## src/sv/swf_pkg.sv

```systemverilog
`timescale 1ns / 1ps
// ----------------------------------------------------------------------------
// swf_pkg
// Shared constants, types and hash functions of the sampled window
// fingerprinter.
// ----------------------------------------------------------------------------
package swf_pkg;

  localparam int WINDOW_BYTES_DEF  = 32;
  localparam int POSITION_BITS_DEF = 24;
  localparam int HASH_SLOTS_DEF    = 32;

  localparam int MARKER_W  = 24;
  localparam int HASH_W    = 32;
  localparam int BYTE_W    = 8;
  localparam int SKIP_W    = 8;
  localparam int MAP_W     = 64;
  localparam int MAP_WORDS = 4;
  localparam int CFG_IDX_W = 3;
  localparam int OUT_W     = MARKER_W + HASH_W;

  // Configuration register indexes
  typedef enum logic [CFG_IDX_W-1:0] {
    CFG_SAMPLE_MAP_0 = 3'd0,
    CFG_SAMPLE_MAP_1 = 3'd1,
    CFG_SAMPLE_MAP_2 = 3'd2,
    CFG_SAMPLE_MAP_3 = 3'd3,
    CFG_SKIP_COUNT   = 3'd4
  } cfg_idx_t;

  // Per-slot control from the top level
  typedef struct packed {
    logic absorb;  // a byte is accepted this cycle
    logic start;   // open a new window in this slot
    logic last;    // the byte ends the stream
  } slot_ctl_t;

  // Per-slot status to the top level
  typedef struct packed {
    logic busy;    // window open
    logic done;    // window completes with this byte
  } slot_stat_t;

  // One one-at-a-time round
  function automatic logic [HASH_W-1:0] hash_round(input logic [HASH_W-1:0] h,
                                                   input logic [BYTE_W-1:0] b);
    logic [HASH_W-1:0] t;
    t = h + HASH_W'(b);
    t = t + (t << 10);
    t = t ^ (t >> 6);
    return t;
  endfunction

  // Final avalanche
  function automatic logic [HASH_W-1:0] hash_finish(input logic [HASH_W-1:0] h);
    logic [HASH_W-1:0] t;
    t = h + (h << 3);
    t = t ^ (t >> 11);
    t = t + (t << 15);
    return t;
  endfunction

endpackage

```

## src/sv/swf_slot.sv

```systemverilog
`timescale 1ns / 1ps
// ----------------------------------------------------------------------------
// swf_slot
// One hash slot: holds an open window's start position, byte count and
// partial hash, and absorbs one byte per accepted word.
// ----------------------------------------------------------------------------
module swf_slot
  import swf_pkg::*;
#(
  parameter int WINDOW_BYTES  = WINDOW_BYTES_DEF,
  parameter int POSITION_BITS = POSITION_BITS_DEF
) (
  input  logic                     clk,
  input  logic                     rst_n,
  input  slot_ctl_t                ctl,
  input  logic [BYTE_W-1:0]        data_byte,
  input  logic [POSITION_BITS-1:0] position,
  output slot_stat_t               stat,
  output logic [HASH_W-1:0]        round_hash,
  output logic [POSITION_BITS-1:0] start_pos
);

  localparam int CNT_W = $clog2(WINDOW_BYTES + 1);
  localparam logic [CNT_W-1:0] LAST_CNT = CNT_W'(WINDOW_BYTES - 1);

  logic                     busy_r, busy_nxt;
  logic [CNT_W-1:0]         cnt_r, cnt_nxt;
  logic [HASH_W-1:0]        hash_r, hash_nxt;
  logic [POSITION_BITS-1:0] start_r, start_nxt;

  logic                     live;
  logic [CNT_W-1:0]         cnt_base;
  logic [HASH_W-1:0]        hash_base;

  always_comb begin
    live       = busy_r | ctl.start;
    cnt_base   = ctl.start ? '0 : cnt_r;
    hash_base  = ctl.start ? '0 : hash_r;
    round_hash = hash_round(hash_base, data_byte);
    start_pos  = ctl.start ? position : start_r;

    stat.busy = busy_r;
    stat.done = ctl.absorb & live & (cnt_base == LAST_CNT);

    busy_nxt  = busy_r;
    cnt_nxt   = cnt_r;
    hash_nxt  = hash_r;
    start_nxt = start_r;
    if (ctl.absorb) begin
      busy_nxt  = live & ~stat.done & ~ctl.last;
      cnt_nxt   = cnt_base + CNT_W'(1);
      hash_nxt  = round_hash;
      start_nxt = start_pos;
    end
  end

  always_ff @(posedge clk) begin
    if (!rst_n) begin
      busy_r <= 1'b0;
      cnt_r  <= '0;
    end else begin
      busy_r <= busy_nxt;
      cnt_r  <= cnt_nxt;
    end
  end

  always_ff @(posedge clk) begin
    hash_r  <= hash_nxt;
    start_r <= start_nxt;
  end

endmodule

```

## config.mk

```make
export PLATFORM = sky130hd
export DESIGN_NAME = swf_slot
export DESIGN_NICKNAME = d
export VERILOG_FILES = /design/src/sv/swf_pkg.sv /design/src/sv/swf_slot.sv
export SDC_FILE = /design/constraint.sdc
export NUM_CORES = 1
export LEC_CHECK = 0
export BUFFER_PORTS_ARGS = -buffer_cell sky130_fd_sc_hd__buf_4
export CORE_UTILIZATION = 56
export DETAILED_ROUTE_END_ITERATION = 10
export PLACE_DENSITY = 0.92
export SYNTH_ARGS = -nofsm -noshare
export SYNTH_HDL_FRONTEND = slang
export SYNTH_SLANG_ARGS = --single-unit
```

## constraint.sdc

```tcl
create_clock -name clk -period 6.83 [get_ports clk]
set_input_delay 0.3415 -clock clk [delete_from_list [all_inputs] [get_ports clk]]
set_output_delay 0.3415 -clock clk [all_outputs]
set_load 0.05 [all_outputs]
```

* Word-level counts from Yosys, hierarchy flattened
Cells that the tools add are included.
Operators by class: add/subtract/negate cells 3, equal/unequal tests 1, muxes and demuxes 3, bitwise logic cells 8
Operators with widths (count):
- 32-bit adder | 1
- 32-bit by 8-bit adder with 32-bit output | 1
- 32-bit two-way mux | 1
- 32-bit by 26-bit XOR with 32-bit output | 1
- 24-bit two-way mux | 1
- 6-bit by 1-bit adder with 6-bit output, second input constant | 1
- 6-bit by 5-bit == test with 1-bit output, second input constant | 1
- 6-bit two-way mux | 1
- 1-bit AND | 4
- 1-bit NOT | 2
- 1-bit OR | 1
Word-level totals: word-level logic and storage cells 19, output and inout bits 58, bits in registers 63, input port bits 37

* Logic depth before layout (Yosys ltp)
Gate-level depths: netlist of run 1.
word-level depth 6, gate-level depth with buffers 29

* Worst setup path before layout of run 1
OpenSTA, ideal clock, no wires.
kind input-to-reg, start input ctl[1] in the netlist's numbering, end register hash_r[23], data pin, setup time 348 ps, buffers on the path 5, data arrival time 7191 ps, slack -709 ps, stages 27, cells stage by stage buf_2 clkbuf_1 clkbuf_1 clkbuf_1 nor2b_1 ha_1 fa_1 a21o_1 a21oi_1 o21bai_1 a21oi_1 o21bai_1 a21oi_1 or2_2 clkbuf_1 xnor2_1 ha_1 o21ai_0 o21bai_1 a21oi_1 nor4_1 mux2_4 o311ai_4 a21o_1 o21ai_0 xnor2_1 xor2_1
On the way: longest elaborated chain between the ends 4
RTL lines:
- start: declaration | RTL line swf_slot.sv:15 | input slot_ctl_t ctl,
- 32-bit two-way mux | RTL line swf_slot.sv:38 | hash_base = ctl.start ? '0 : hash_r;
- 32-bit by 8-bit adder with 32-bit output | RTL line swf_pkg.sv:48 | t = h + HASH_W'(b);
- 32-bit adder | RTL line swf_pkg.sv:49 | t = t + (t << 10);
- 32-bit by 26-bit XOR with 32-bit output | RTL line swf_pkg.sv:50 | t = t ^ (t >> 6);
- net round_hash[23] | RTL line swf_slot.sv:19 | output logic [HASH_W-1:0] round_hash,
- end signal: assignment | RTL line swf_slot.sv:68 | hash_r <= hash_nxt;
- end: declaration | RTL line swf_slot.sv:28 | logic [HASH_W-1:0] hash_r, hash_nxt;
The timed path passes the listed nets, and every way through them passes these cells. A chain may end at the register's enable or synchronous reset.

* Worst setup path in the final report of run 1
start register hash_r[0], end output round_hash[22]
On the way: longest elaborated chain between the ends 4
RTL lines (RTL line):
- 32-bit two-way mux | swf_slot.sv:38
- 32-bit by 8-bit adder with 32-bit output | swf_pkg.sv:48
- 32-bit adder | swf_pkg.sv:49
- 32-bit by 26-bit XOR with 32-bit output | swf_pkg.sv:50
- end: declaration | swf_slot.sv:19
No other way between the ends.

==> impl_results.md, run 1 <==
- Setup TNS Final: 0 ns
- Fmax: 157 MHz
- Hold Buf Count CTS: 0
- Post-Syn Area: 4830 sq um
- Vias in the first global route: 4,193
- Core Region: 8300 sq um
- Slowest cell delay on critical path: 0.42 ns
- Slew @ Worst Pin: 0.830 ns
- Mean routed wirelength per cell: 19.2 microns
- Post-CTS Setup Bufs: 0
- Post-Syn Nets: 535
- Yosys reg bits: 63
- Vias: 4,122
- Die area: 9000 sq um
- CP Buf/Inv Count: 1
- Die width: 94.9 microns
- Worst hold margin: 0.263 ns
- Pin count of the biggest net entering global routing: 68
- Crit Path Class: register to output pin
- Post-Synthesis Cells: 467
- Cts repair resizes: 0
- Sequential area share after synthesis: 37.7%
- Vias per inst: 6.16
- CTS root buf: clkbuf_8
- Layout cells sized above 1: 29.3%
- Hold Path Class: input port to register
- Clock sink count: 63
- HPWL after DPL: 9730 microns
- Slew margin rel.: 44.7%
- Worst-skew pair later-pin latency: 0.35 ns
- CTS tree: done
- Total wire length: 12,900 microns
- Top Family by Delay on Critical Path: compound AO/OA/AOI/OAI gates
- Clock buffer depth: 2
- Req. time, crit path: 6.49 ns
- CP dominant cell by count: a21oi_1
- Most common cell after layout, fill and taps aside: buf_4
- Unique masters post-synth: 68
- Gpl congestion: 0.968
- H-Tree Depth: 3
- Die Y: 94.9 microns
- Initial antenna violation count: 0
- Nets: 627
- Final-report hold violation count: 0
- First-pass GRT wire length: 19,800 microns
- WP data arrival: 6.03 ns
- Most frequent cells in the layout: buf_4, edfxtp_1, xnor2_1, a21oi_1, ha_1
- Post-route DRC: 0
- IO Pins: 95
- Final worst path period share: 93.3%
- Yosys Warn Count: 0
- Ys flop type: edfxtp_1
- DRT iter0 DRCs: 329
- Post-DRT Antenna Nets: 0
- Post-synth EDFFs: 56
- Antenna Cells: 0
- Worst setup EP type: output pin
- Grt ovf: 0
- Layout area overhead: 21.4%
- Std-Cell Rows: 33
- Slowest CP cell: fa_1
- RSZ-0062 raised after global routing: no
- CTS buffer count: 9
- Max_cap viols: 0
- Final min period: 6.37 ns
- Fin. max-slew vios: 0
- Gr usage total: 29.0%
- Filler cells: 587
- Drt pass-1 iters: 6
- Crit-path max FO: 5
- Clock skew: 0.00784 ns
- Status: finished clean
- Async set-reset flop share out of synthesis: 0%
- Port bufs: 94
- Initial core utilization: 58.2%
- Startpoint types: register
- Avg Cell Area, Syn: 10.3 sq um
- Critical-path cell list: nor2b_1 -> ha_1 -> fa_1 -> a21o_1 -> a21oi_1 -> o21bai_1 -> a21oi_1 -> o21bai_1 -> a21oi_2 -> or3_1 -> a21oi_1 -> ha_1 -> fa_1 -> a21o_1 -> a21oi_1 -> o21bai_1 -> o21ba_2 -> o31a_1 -> a21boi_1 -> o21ai_0 -> xor2_1 -> xor2_1 -> xnor2_1 -> buf_4
- Final setup viols: 0
- Clk slew on worst S/H paths: 0.08 ns
## cell type report
class                      instances  area, sq um  area share, %
clock buffer                       9          124           2.11
inverter                          12         45.0          0.768
multi-input combinational        378         2980           50.8
sequential                        63         1820           31.1
clock inverter                     7         47.5          0.811
timing repair buffer              95          713           12.2
tap                              105          131           2.24
## synthesized netlist by cell type (3+ instances only)
master	number	share of area, %
o21a_1	4	0.62
nor2b_1	22	2.8
nor2_1	28	2.2
o21ai_0	19	2.0
inv_1	11	0.85
a21oi_1	33	3.4
nor4_1	6	0.78
nand4_1	9	1.2
clkbuf_1	7	0.54
and3_1	9	1.2
nor3_1	3	0.31
mux2_2	24	5.6
nand2b_1	5	0.65
a31oi_1	5	0.65
buf_2	3	0.31
nand2_1	25	1.9
nand3_1	10	1.0
and2_1	3	0.39
a211oi_1	3	0.47
a21o_1	15	2.3
xor2_1	30	5.4
nand3_2	3	0.62
xnor2_1	36	6.5
o211a_1	3	0.62
ha_1	29	7.5
or3_1	4	0.52
o21bai_1	4	0.62
nand4b_1	3	0.54
dfxtp_1	7	2.9
edfxtp_1	56	35
## metal layers
layer | GRT usage [%] | up-vias | part of all wire [%]
met5 | 0 | - | 0
met4 | 13.5 | 0 | 3.8
met3 | 5.15 | 61 | 7.1
met2 | 50.9 | 188 | 51
met1 | 34.3 | 1962 | 38
li1 | - | 1911 | -
## flip-flops by register name, summed over array words and instances, names as in the netlist
| name | cells |
|---|---|
| hash_r | 32 |
| start_r | 24 |
| cnt_r | 6 |
| busy_r | 1 |
## final timing paths
check	from	endpoint	slack [ns]	depth (start not counted)
max	hash_r[0]$_DFFE_PP_	round_hash[22]	0.46	24
min	rst_n	cnt_r[1]$_SDFFE_PN0P_	0.26	2
max reg2reg	hash_r[0]$_DFFE_PP_	hash_r[22]$_DFFE_PP_	1.18	23
min reg2reg	cnt_r[0]$_SDFFE_PN0P_	cnt_r[0]$_SDFFE_PN0P_	0.48	1
## cell families after synthesis
kind of cell	synth area share, %
simple gates	16.5
compound gates	15.4
xor+xnor	12.9
flops	37.7
fa+ha+maj	8.55
mux	6.63
buf+inv	2.25
## stage by stage
stage               area, sq um  std cells  utilization (%)  worst slack [ns]
finish                     5860        669             70.7             0.461
global route               5860        669             70.7            0.0186
CTS                        5860        669             70.6             0.448
detailed placement         5690        653             68.6             0.806
global placement           5690        653             68.6              1.05
floorplan                  4910        467                -            0.0177
## worst register-to-register path, cell delays in order (launching register included)
cell	delay (ns)
edfxtp_1	0.37
nor2b_1	0.14
ha_1	0.22
fa_1	0.42
a21o_1	0.20
a21oi_1	0.22
o21bai_1	0.10
a21oi_1	0.26
o21bai_1	0.13
a21oi_2	0.23
or3_1	0.14
a21oi_1	0.08
ha_1	0.29
fa_1	0.41
a21o_1	0.19
a21oi_1	0.22
o21bai_1	0.13
o21ba_2	0.23
o31a_1	0.29
a21boi_1	0.34
o21ai_1	0.17
a21o_1	0.21
a21oi_1	0.27
xnor2_1	0.13
Power of run 1 is left out: the tool's default activity adds up to more than one toggle a clock period on the data nets, which glitch-free logic cannot reach.
==> run 2, diff against run 1 <==
--- a/config.mk
+++ b/config.mk
@@ -8,7 +8,8 @@
 export BUFFER_PORTS_ARGS = -buffer_cell sky130_fd_sc_hd__buf_4
 export CORE_UTILIZATION = 56
 export DETAILED_ROUTE_END_ITERATION = 10
-export PLACE_DENSITY = 0.92
+export GPL_TIMING_DRIVEN = 0
+export PLACE_DENSITY = 0.78
 export SYNTH_ARGS = -nofsm -noshare
 export SYNTH_HDL_FRONTEND = slang
 export SYNTH_SLANG_ARGS = --single-unit
==> impl_results.md, run 2 (synthesis results as in run 1) <==
- CTS root buf: clkbuf_8
- Inst Count DP: 666
- R2r startpoint: hash_r[0]$_DFFE_PP_
- Vias per inst: 5.83
- Final setup viols: 0
- Slowest CP cell: fa_1
- PnR worst setup slack: 0.391 ns
- Crit-path max FO: 20
- Fin. max-slew vios: 0
- Std-Cell Rows: 33
- Layout cells sized above 1: 30.2%
- Initial antenna violation count: 0
- Status: finished clean
- Pin count of the biggest net entering global routing: 59
- Final min period: 6.44 ns
- Port bufs: 94
- Initial core utilization: 58.2%
- Hold Path Class: input port to register
- Max reg flops: 32
- Post-DRT Antenna Nets: 0
- Antenna Cells: 0
- HPWL after DPL: 9320 microns
- Most common cell after layout, fill and taps aside: buf_4
- Max_cap viols: 0
- R2R depth: 23
- Clock skew: 0.0125 ns
- CP dominant cell by count: a21oi_1
- Hold Crit Start: rst_n
- Nets: 639
- Final Util: 71.8%
- Final worst path period share: 94.3%
- Pre-CTS WS: -1.01 ns
- Placed instance area: 5750 sq um
- Core Region: 8300 sq um
- Startpoint types: input port
- CTS tree: done
- Total wire length: 11,900 microns
- Crit Path Class: input port to output pin
- Most frequent cells in the layout: buf_4, edfxtp_1, xnor2_1, a21oi_1, ha_1
- Mean routed wirelength per cell: 17.5 microns
- RSZ-0062 raised after global routing: no
- CTS buffer count: 9
- Hold Buf Count CTS: 0
- Req. time, crit path: 6.49 ns
- Slew margin rel.: 49.2%
- Worst Hold End: cnt_r[4]$_SDFFE_PN0P_
- Slowest cell delay on critical path: 0.43 ns
- Die area: 9000 sq um
- DRT iter0 DRCs: 212
- Gpl congestion: 0.939
- First-pass GRT wire length: 18,600 microns
- R2R Path End: hash_r[22]$_DFFE_PP_
- Largest registers: hash_r (32), start_r (24), cnt_r (6)
- Design area: 5960 sq um
- H-Tree Depth: 3
- Worst setup EP type: output pin
- Vias: 3,967
- Drt pass-1 iters: 5
- Post-route DRC: 0
- IO Pins: 95
- Clock sink count: 63
- Worst-skew pair later-pin latency: 0.34 ns
- Slew @ Worst Pin: 0.761 ns
- Gr usage total: 27.3%
- Reg2reg setup slack: 1.19 ns
- Fmax: 155 MHz
- Clk slew on worst S/H paths: 0.07 ns
- Final-report hold violation count: 0
- WP data arrival: 6.10 ns
- Clock buffer depth: 2
- Die width: 94.9 microns
- Grt ovf: 0
- Hold path depth: 2
- Vias in the first global route: 3,889
- Layout area overhead: 23.4%
- Non-Filler Instances: 681
- Reg with most FFs: hash_r
- Die Y: 94.9 microns
==> run 2: worst max path at each step <==
stage / start / to / slack, ns / cells after the start
after floorplan: ctl[1] / hash_r[17]$_DFFE_PP_ / 0.02 / 26
after global placement: ctl[1] / round_hash[25] / -0.82 / 29
after detailed placement: ctl[1] / round_hash[25] / -1.01 / 29
after CTS: ctl[1] / round_hash[22] / 0.07 / 27
after global routing: ctl[1] / round_hash[22] / 0.02 / 26
final: ctl[1] / round_hash[22] / 0.39 / 26
==> run 2: timing repair <==
item | 4_1_cts | 5_1_grt
gates resized for setup | 4 | 1
pin swaps | 0 | 2
setup buffers | 0 | 3
setup endpoints to repair | 36 | 13
==> run 2: metal layers <==
layer / part of all wire [%] / GRT usage (%) / vias to the layer above / routed length [microns]
met3: 6.2 / 4.91 / 21 / 743
met2: 49 / 45.7 / 148 / 5800
li1: - / - / 1939 / -
met4: 2.1 / 10.5 / 0 / 245
met1: 43 / 35.0 / 1859 / 5120
met5: 0 / 0 / - / 0
==> run 2: area by class of cell <==
cell class | instances | area, sq um
buffer | 10 | 57.6
clock buffer | 9 | 124
clock inverter | 7 | 63.8
fill | 628 | 2340
inverter | 12 | 45.0
multi-input combinational | 378 | 2990
sequential | 63 | 1820
tap | 105 | 131
timing repair buffer | 97 | 728
==> run 2: per-stage QoR <==
step                      hold slack (ns)  setup TNS [ns]
final                               0.284               0
after global routing                0.268               0
after CTS                           0.268               0
after detailed placement            0.463          -23.42
after global placement              0.453          -16.56
after floorplan                     0.447               0
==> run 2: worst max-delay path, delay by kind of cell <==
family                   cells  cell delay [ns]
XOR/XNOR                     3             0.71
AO/OA/AOI/OAI               14             2.72
AND/OR/NAND/NOR              2             0.22
buffers and inverters        3             0.73
adder cells (fa/ha/maj)      4             1.34
Power of run 2 is left out for the same reason.
